[src/hdl/c8ie_pkg.sv]
package c8ie_pkg;

  localparam int MEM_BYTES_DEF   = 4096;
  localparam int STACK_DEPTH_DEF = 16;
  localparam int SCREEN_W        = 64;
  localparam int SCREEN_H        = 32;
  localparam logic [11:0] RESET_START = 12'd512;

  typedef logic [5:0] cls_t;

  localparam cls_t CL_CLS   = 6'd0;
  localparam cls_t CL_RET   = 6'd1;
  localparam cls_t CL_SYS   = 6'd2;
  localparam cls_t CL_JP    = 6'd3;
  localparam cls_t CL_CALL  = 6'd4;
  localparam cls_t CL_SE    = 6'd5;
  localparam cls_t CL_SNE   = 6'd6;
  localparam cls_t CL_SEXY  = 6'd7;
  localparam cls_t CL_LD    = 6'd8;
  localparam cls_t CL_ADDI  = 6'd9;
  localparam cls_t CL_MOV   = 6'd10;
  localparam cls_t CL_OR    = 6'd11;
  localparam cls_t CL_AND   = 6'd12;
  localparam cls_t CL_XOR   = 6'd13;
  localparam cls_t CL_ADD   = 6'd14;
  localparam cls_t CL_SUB   = 6'd15;
  localparam cls_t CL_SHR   = 6'd16;
  localparam cls_t CL_SUBN  = 6'd17;
  localparam cls_t CL_SHL   = 6'd18;
  localparam cls_t CL_SNEXY = 6'd19;
  localparam cls_t CL_LDI   = 6'd20;
  localparam cls_t CL_JPV   = 6'd21;
  localparam cls_t CL_RND   = 6'd22;
  localparam cls_t CL_DRW   = 6'd23;
  localparam cls_t CL_SKP   = 6'd24;
  localparam cls_t CL_SKNP  = 6'd25;
  localparam cls_t CL_GDT   = 6'd26;
  localparam cls_t CL_KEY   = 6'd27;
  localparam cls_t CL_SDT   = 6'd28;
  localparam cls_t CL_SST   = 6'd29;
  localparam cls_t CL_ADDIX = 6'd30;
  localparam cls_t CL_FONT  = 6'd31;
  localparam cls_t CL_BCD   = 6'd32;
  localparam cls_t CL_STR   = 6'd33;
  localparam cls_t CL_LDR   = 6'd34;
  localparam cls_t CL_BAD   = 6'd35;

  localparam logic [2:0] ST_OK   = 3'd0;
  localparam logic [2:0] ST_OPC  = 3'd1;
  localparam logic [2:0] ST_STK  = 3'd2;
  localparam logic [2:0] ST_PC   = 3'd3;
  localparam logic [2:0] ST_IDX  = 3'd4;
  localparam logic [2:0] ST_DRAW = 3'd5;
  localparam logic [2:0] ST_KEY  = 3'd6;

  localparam logic [1:0] K_EXEC = 2'd0;
  localparam logic [1:0] K_LOAD = 2'd1;
  localparam logic [1:0] K_READ = 2'd2;
  localparam logic [1:0] K_TICK = 2'd3;

  typedef enum logic [3:0] {
    S_IDLE, S_MISC, S_RDX, S_RDY, S_CHK, S_EXEC, S_VF,
    S_DRD, S_DWR, S_BCD, S_SRD, S_SWR, S_LRD, S_LWR, S_DONE
  } state_t;

  function automatic cls_t classify(input logic [15:0] op);
    cls_t c;
    c = CL_BAD;
    case (op[15:12])
      4'h0: begin
        if (op == 16'h00E0) c = CL_CLS;
        else if (op == 16'h00EE) c = CL_RET;
        else c = CL_SYS;
      end
      4'h1: c = CL_JP;
      4'h2: c = CL_CALL;
      4'h3: c = CL_SE;
      4'h4: c = CL_SNE;
      4'h5: c = (op[3:0] == 4'h0) ? CL_SEXY : CL_BAD;
      4'h6: c = CL_LD;
      4'h7: c = CL_ADDI;
      4'h8: begin
        if (op[3] == 1'b0) c = CL_MOV + cls_t'(op[2:0]);
        else if (op[3:0] == 4'hE) c = CL_SHL;
        else c = CL_BAD;
      end
      4'h9: c = (op[3:0] == 4'h0) ? CL_SNEXY : CL_BAD;
      4'hA: c = CL_LDI;
      4'hB: c = CL_JPV;
      4'hC: c = CL_RND;
      4'hD: c = CL_DRW;
      4'hE: begin
        if (op[7:0] == 8'h9E) c = CL_SKP;
        else if (op[7:0] == 8'hA1) c = CL_SKNP;
        else c = CL_BAD;
      end
      default: begin
        case (op[7:0])
          8'h07: c = CL_GDT;
          8'h0A: c = CL_KEY;
          8'h15: c = CL_SDT;
          8'h18: c = CL_SST;
          8'h1E: c = CL_ADDIX;
          8'h29: c = CL_FONT;
          8'h33: c = CL_BCD;
          8'h55: c = CL_STR;
          8'h65: c = CL_LDR;
          default: c = CL_BAD;
        endcase
      end
    endcase
    return c;
  endfunction

  // Decimal digit of an 8-bit value: hundreds, tens, ones for sel 0, 1, 2.
  function automatic logic [7:0] bcd_digit(input logic [7:0] v, input logic [1:0] sel);
    logic [1:0] h;
    logic [7:0] r;
    logic [3:0] t;
    logic [7:0] o;
    logic [7:0] d;
    h = (v >= 8'd200) ? 2'd2 : ((v >= 8'd100) ? 2'd1 : 2'd0);
    r = v - (8'(h) * 8'd100);
    t = 4'd0;
    for (int k = 1; k <= 9; k++) begin
      if (r >= 8'(k * 10)) t = 4'(k);
    end
    o = r - (8'(t) * 8'd10);
    case (sel)
      2'd0: d = {6'd0, h};
      2'd1: d = {4'd0, t};
      default: d = o;
    endcase
    return d;
  endfunction

endpackage

[src/hdl/c8ie_alu.sv]
module c8ie_alu (
  input  c8ie_pkg::cls_t cls_i,
  input  logic [7:0]     a_i,
  input  logic [7:0]     b_i,
  output logic [7:0]     res_o,
  output logic           flag_o
);
  import c8ie_pkg::*;

  logic       sub_mode;
  logic       swap;
  logic [7:0] opa;
  logic [7:0] opb;
  logic [8:0] sum;

  // One adder serves add, subtract and reverse subtract.
  assign swap     = (cls_i == CL_SUBN);
  assign sub_mode = (cls_i == CL_SUB) || (cls_i == CL_SUBN);
  assign opa      = swap ? b_i : a_i;
  assign opb      = swap ? a_i : b_i;
  assign sum      = {1'b0, opa} + {1'b0, sub_mode ? ~opb : opb} + {8'd0, sub_mode};

  always_comb begin
    res_o  = 8'd0;
    flag_o = 1'b0;
    case (cls_i)
      CL_ADDI: res_o = sum[7:0];
      CL_MOV:  res_o = b_i;
      CL_OR:   res_o = a_i | b_i;
      CL_AND:  res_o = a_i & b_i;
      CL_XOR:  res_o = a_i ^ b_i;
      CL_ADD, CL_SUB, CL_SUBN: begin
        res_o  = sum[7:0];
        flag_o = sum[8];
      end
      CL_SHR: begin
        res_o  = {1'b0, a_i[7:1]};
        flag_o = a_i[0];
      end
      CL_SHL: begin
        res_o  = {a_i[6:0], 1'b0};
        flag_o = a_i[7];
      end
      default: res_o = 8'd0;
    endcase
  end

endmodule

[config.mk]
export PLATFORM = sky130hd
export DESIGN_NAME = c8ie_alu
export DESIGN_NICKNAME = d
export VERILOG_FILES = /design/src/hdl/c8ie_pkg.sv /design/src/hdl/c8ie_alu.sv
export SDC_FILE = /design/constraint.sdc
export NUM_CORES = 1
export LEC_CHECK = 0
export BUFFER_PORTS_ARGS = -buffer_cell sky130_fd_sc_hd__buf_4
export CAP_MARGIN = 20
export CORE_MARGIN = 8
export CORE_UTILIZATION = 62
export DETAILED_ROUTE_END_ITERATION = 7
export PLACE_DENSITY = 0.95
export SLEW_MARGIN = 5
export SYNTH_ARGS = -nofsm -noshare
export SYNTH_HDL_FRONTEND = slang
export SYNTH_SLANG_ARGS = --single-unit
[constraint.sdc]
create_clock -name vclk -period 12.85
set_input_delay 2.57 -clock vclk [all_inputs]
set_output_delay 2.57 -clock vclk [all_outputs]
set_load 0.02 [all_outputs]
==> impl_metrics.toml, run 1 <==
[timing]
drv_slew = 0
worstMarginPinSlew_ns = 1.14
period_needed_ns = 8.43
rsz0062_at_grt = "false"
period_share = 0.656
fmax_mhz = 119
max-slew-margin-rel = 0.236
setup_tns_ns = 0
hold_violations = 0
setup_viol = 0

[die]
io_pins = 31
num_rows = 16
die_h_microns = 61.0
core_area_sq_um = 1940
start_util = 0.648
die_w_microns = 61.0
die-area_sq_um = 3730

[critical_path]
required_ns = 10.28
startpoint = "cls_i[3]"
crit_chain = "buf_4, or3b_4, or3_1, nand2_1, o21ai_0, fa_1, a211o_1, a211oi_1, nor2_1, o21a_1, o21ai_0, nand2_1, buf_4"
critPathKind = "in2out"
cp_max_fo = 24
slowest_delay_ns = 0.66
start_kind = "primary input"
cp-end-kind = "output pin"
cpMaxStageDelayCell = "or3_1"
arrival_ns = 5.86

[grt]
grt_pass1_vias = 1369
globalRouteOverflowTotal = 0
antenna_found_initial = 0
grt_usage = 0.198
grt_pass1_wl_microns = 5920
grt_max_degree = 25

[status]
status = "complete, no violations"

[pwr]
power.total_uw = 50.3
p_leak_nw = 0.769
p_per_area_nw_per_um2 = 33.5
ir_drop_mv = 0.0205

[worst_hold_path]
worstHoldPathType = "in2out"
hold_depth = 4
hold_end = "res_o[0]"
holdCritStartpoint = "a_i[1]"

[synth]
synth_common_cells = "29 x nand2_1, 23 x ha_1, 18 x inv_1"
synth.avg_cell_area_sq_um = 6.76
yosysMostFrequentCell = "nand2_1"
synth_largest_area_cell = "ha_1"
ys_types = 42
syn_area_sq_um = 1260
ys_warn_count = 0
synth_area_leaders = "ha_1 23%, nand2_1 8.7%, a22oi_1 8.4%"
ys_seq_area_frac = 0
synthCells = 186
synthesis.nets = 232
synth_top_cell_area_share = 0.229

[route]
drcViolationCount = 0
wl_microns = 3840
drt_iter0_markers = 97
routedWlPerCell_microns = 16.2
firstDrtPassIters = 4
viasPerCell = 6.30
detail-route-antenna-nets = 0
vias = 1494

[place]
gp_congestion = 0.944
io_buffers = 31
hpwl_microns = 2930
post_dp_cell_area_sq_um = 1500

[final_layout]
num-clock-buffers = 0
nNetsFinal = 258
flops_and_latches = 0
area_delta_synth_final_pct = 19.6
seq_area_sq_um = 0
drive_above_1_share = 0.205
num_antenna_cells = 0
fin_area_sq_um = 1500

[job]
maxCapViolations = 0

[clock_network]
hold_buffers = 0
cts_resized = 0
postCtsSetupRepairBufs = 0
[cells in the final DEF, fill, tap and decap left out, drive strengths merged]
cell type / count
a211o: 1
a211oi: 3
a21o: 1
a21oi: 17
a221o: 3
a221oi: 1
a22o: 1
a22oi: 14
buf: 31
clkbuf: 1
fa: 1
ha: 23
inv: 19
mux2i: 2
nand2: 29
nand2b: 1
nand3: 1
nand3b: 1
nand4b: 1
nand4bb: 1
nor2: 14
nor2b: 1
nor3: 2
nor4: 1
nor4b: 1
o21a: 2
o21ai: 17
o21bai: 1
o221ai: 5
o31ai: 2
o41ai: 2
or2: 2
or3: 1
or3b: 1
xnor2: 5
xor2: 1
[metal layers]
metal,vias to the layer above,part of all wire,track usage
li1,730,-,-
met1,703,0.44,0.242
met2,55,0.49,0.364
met3,6,0.058,0.0125
met4,0,0.0094,0.0432
met5,-,0,0
[report_power, final]
part | leakage (nW) | internal (mW) | total [mW] | switching (mW)
registers | 0 | 0 | 0 | 0
logic | 0.769 | 0.0218 | 0.0503 | 0.0285
clock network | 0 | 0 | 0 | 0
[critical path, delay by kind of cell]
family          cells  cell delay, ns
buf+inv             2            0.29
fa+ha+maj           1            0.52
simple gates        5            1.42
compound gates      5            1.04
[how the worst max path moves through the flow]
stage          endpoint  slack, ns  depth (start not counted)
6_report         flag_o       4.42                         13
5_1_grt          flag_o       4.16                         13
4_1_cts          flag_o       4.43                         13
3_5_place_dp     flag_o       4.43                         13
3_3_place_gp     flag_o       4.51                         13
2_1_floorplan    flag_o       4.86                         13
[per-stage QoR]
step | setup WS (ns) | util | hold slack, ns | std cells
2_1_floorplan | 4.86 | - | 5.34 | 186
3_3_place_gp | 4.51 | 0.772 | 5.49 | 236
3_5_place_dp | 4.43 | 0.772 | 5.50 | 236
4_1_cts | 4.43 | 0.772 | 5.50 | 236
5_1_grt | 4.16 | 0.774 | 5.52 | 237
6_report | 4.42 | 0.774 | 5.50 | 237
[cell type report]
cell class	instances	area, sq um
multi-input combinational	159	1160
fill	154	438
timing repair buffer	32	238
inverter	19	71.3
tap	27	33.8
[cell families after synthesis]
kind of cell             share of synthesized area
AO/OA/AOI/OAI                                0.395
AND/OR/NAND/NOR                              0.221
buffers and inverters                       0.0816
adder cells (fa/ha/maj)                      0.245
XOR/XNOR                                    0.0418
multiplexers                                0.0159
Power figures use the tool's default switching activity.
==> run 2: changes to the inputs <==
--- a/config.mk
+++ b/config.mk
@@ -7,10 +7,11 @@
 export LEC_CHECK = 0
 export BUFFER_PORTS_ARGS = -buffer_cell sky130_fd_sc_hd__buf_4
 export CAP_MARGIN = 20
+export CORE_ASPECT_RATIO = 1.75
 export CORE_MARGIN = 8
-export CORE_UTILIZATION = 62
+export CORE_UTILIZATION = 52
 export DETAILED_ROUTE_END_ITERATION = 7
-export PLACE_DENSITY = 0.95
+export PLACE_DENSITY = 0.88
 export SLEW_MARGIN = 5
 export SYNTH_ARGS = -nofsm -noshare
 export SYNTH_HDL_FRONTEND = slang
==> constraint.sdc (replaced) <==
create_clock -name vclk -period 7.5
set_input_delay 1.5 -clock vclk [all_inputs]
set_output_delay 1.5 -clock vclk [all_outputs]
set_load 0.02 [all_outputs]
==> run 2 against run 1 <==
  * Critical endpoint unchanged
  * Die area grew 16%
  * Non-clock buffer count grew 1
  * First-iteration DRC count shrank 28%
  * Wire length shrank 3.7%
  * Cell count shrank 0.42%
==> impl_metrics.toml, run 2 (synthesis results as in run 1) <==
[clock_network]
postCtsSetupRepairBufs = 0
hold_buffers = 0
cts_resized = 0

[die]
num_rows = 23
die_h_microns = 81.1
die-area_sq_um = 4310
die_w_microns = 53.2
core_area_sq_um = 2300
io_pins = 31
start_util = 0.546

[timing]
fmax_mhz = 160
max-slew-margin-rel = 0.329
setup_viol = 0
rsz0062_at_grt = "false"
period_share = 0.832
hold_slack_ns = 3.37
setup_tns_ns = 0
period_needed_ns = 6.24
worstMarginPinSlew_ns = 0.998
drv_slew = 0
hold_violations = 0

[route]
routedWlPerCell_microns = 15.7
viasPerCell = 6.18
detail-route-antenna-nets = 0
drcViolationCount = 0
wl_microns = 3690
vias = 1458
firstDrtPassIters = 4
drt_iter0_markers = 70

[pwr]
p_switching_uw = 48.0
internal-power_uw = 37.3
p_seq_frac = 0
comb_power_share = 1.000
clkPwrFrac = 0
p_leak_nw = 0.774
ir_drop_mv = 0.0295
p_per_area_nw_per_um2 = 56.6
swShare = 0.563

[grt]
antenna_found_initial = 0
use_met2 = 0.334
grt_usage = 0.169
globalRouteOverflowTotal = 0
grt_pass1_wl_microns = 5980
grt_pass1_vias = 1343
grt_max_degree = 25
gr-usage-met3 = 0.00366
met1_usage = 0.189
grt-busiest-layer = "met2"

[critical_path]
critPathKind = "in2out"
cp-end-kind = "output pin"
crit_path_end = "flag_o"
required_ns = 6.00
cp_top_family = "simple AND/OR/NAND/NOR gates"
cpMaxStageDelayCell = "or3_1"
startpoint = "cls_i[3]"
arrival_ns = 4.74
crit_cells = 13
start_kind = "primary input"
cp_max_fo = 24
slowest_delay_ns = 0.66
crit_chain = "buf_4, or3b_4, or3_1, nand2_1, o21ai_0, fa_1, a211o_1, a211oi_1, nor2_1, o21a_1, o21ai_0, nand2_1, buf_4"
critPathBufInv = 2

[final_layout]
finalCoreUtilization = 0.654
area_delta_synth_final_pct = 19.8
nNetsFinal = 259
multi_input_area_sq_um = 1160
nFillCells = 229
seq_area_sq_um = 0
num_antenna_cells = 0
final_cell_mix = "31 x buf_4, 29 x nand2_1, 23 x ha_1, 18 x inv_1, 17 x a21oi_1"
fin_area_sq_um = 1510
final_common_cell = "buf_4"
flops_and_latches = 0
drive_above_1_share = 0.209
num-clock-buffers = 0

[job]
maxCapViolations = 0

[place]
hpwl_microns = 2840
io_buffers = 31
post_dp_cell_area_sq_um = 1500
gp_congestion = 0.912

[worst_hold_path]
worstHoldPathType = "in2out"

[status]
status = "complete, no violations"
run 2: cell types whose count changed in the layout (fill, tap and decap cells not counted):
cell | before | now
clkbuf_2 | 1 | 2
run 2: power groups by stage:
stage	registers (mW)	logic (mW)	clock network, mW
floorplan	0	0.0552	0
global placement	0	0.0826	0
detailed placement	0	0.0842	0
CTS	0	0.0850	0
global route	0	0.0948	0
finish	0	0.0852	0
run 2: routing by layer:
metal,vias to the layer above,part of all wire
met5,-,0
met4,0,0
met3,0,0.063
met2,41,0.54
met1,684,0.39
li1,733,-
run 2: how the worst min path moves through the flow:
stage,from,end,slack (ns),cells past startpoint
floorplan,a_i[1],res_o[0],3.20,2
global placement,a_i[1],res_o[0],3.37,4
detailed placement,a_i[1],res_o[0],3.36,4
CTS,a_i[1],res_o[0],3.37,4
global route,a_i[7],flag_o,3.39,4
finish,a_i[1],res_o[0],3.37,4
run 2: layout make-up:
| class | count | share of cell area |
|---|---|---|
| timing repair buffer | 33 | 0.161 |
| multi-input combinational | 159 | 0.771 |
| tap | 25 | 0.0208 |
| inverter | 19 | 0.0473 |
run 2: per-stage QoR:
| stage | setup slack [ns] | instances | total power [mW] |
|---|---|---|---|
| 2_1_floorplan | 1.65 | 186 | 0.0552 |
| 3_3_place_gp | 1.31 | 234 | 0.0826 |
| 3_5_place_dp | 1.27 | 234 | 0.0842 |
| 4_1_cts | 1.27 | 234 | 0.0850 |
| 5_1_grt | 1.09 | 236 | 0.0948 |
| 6_report | 1.26 | 236 | 0.0852 |
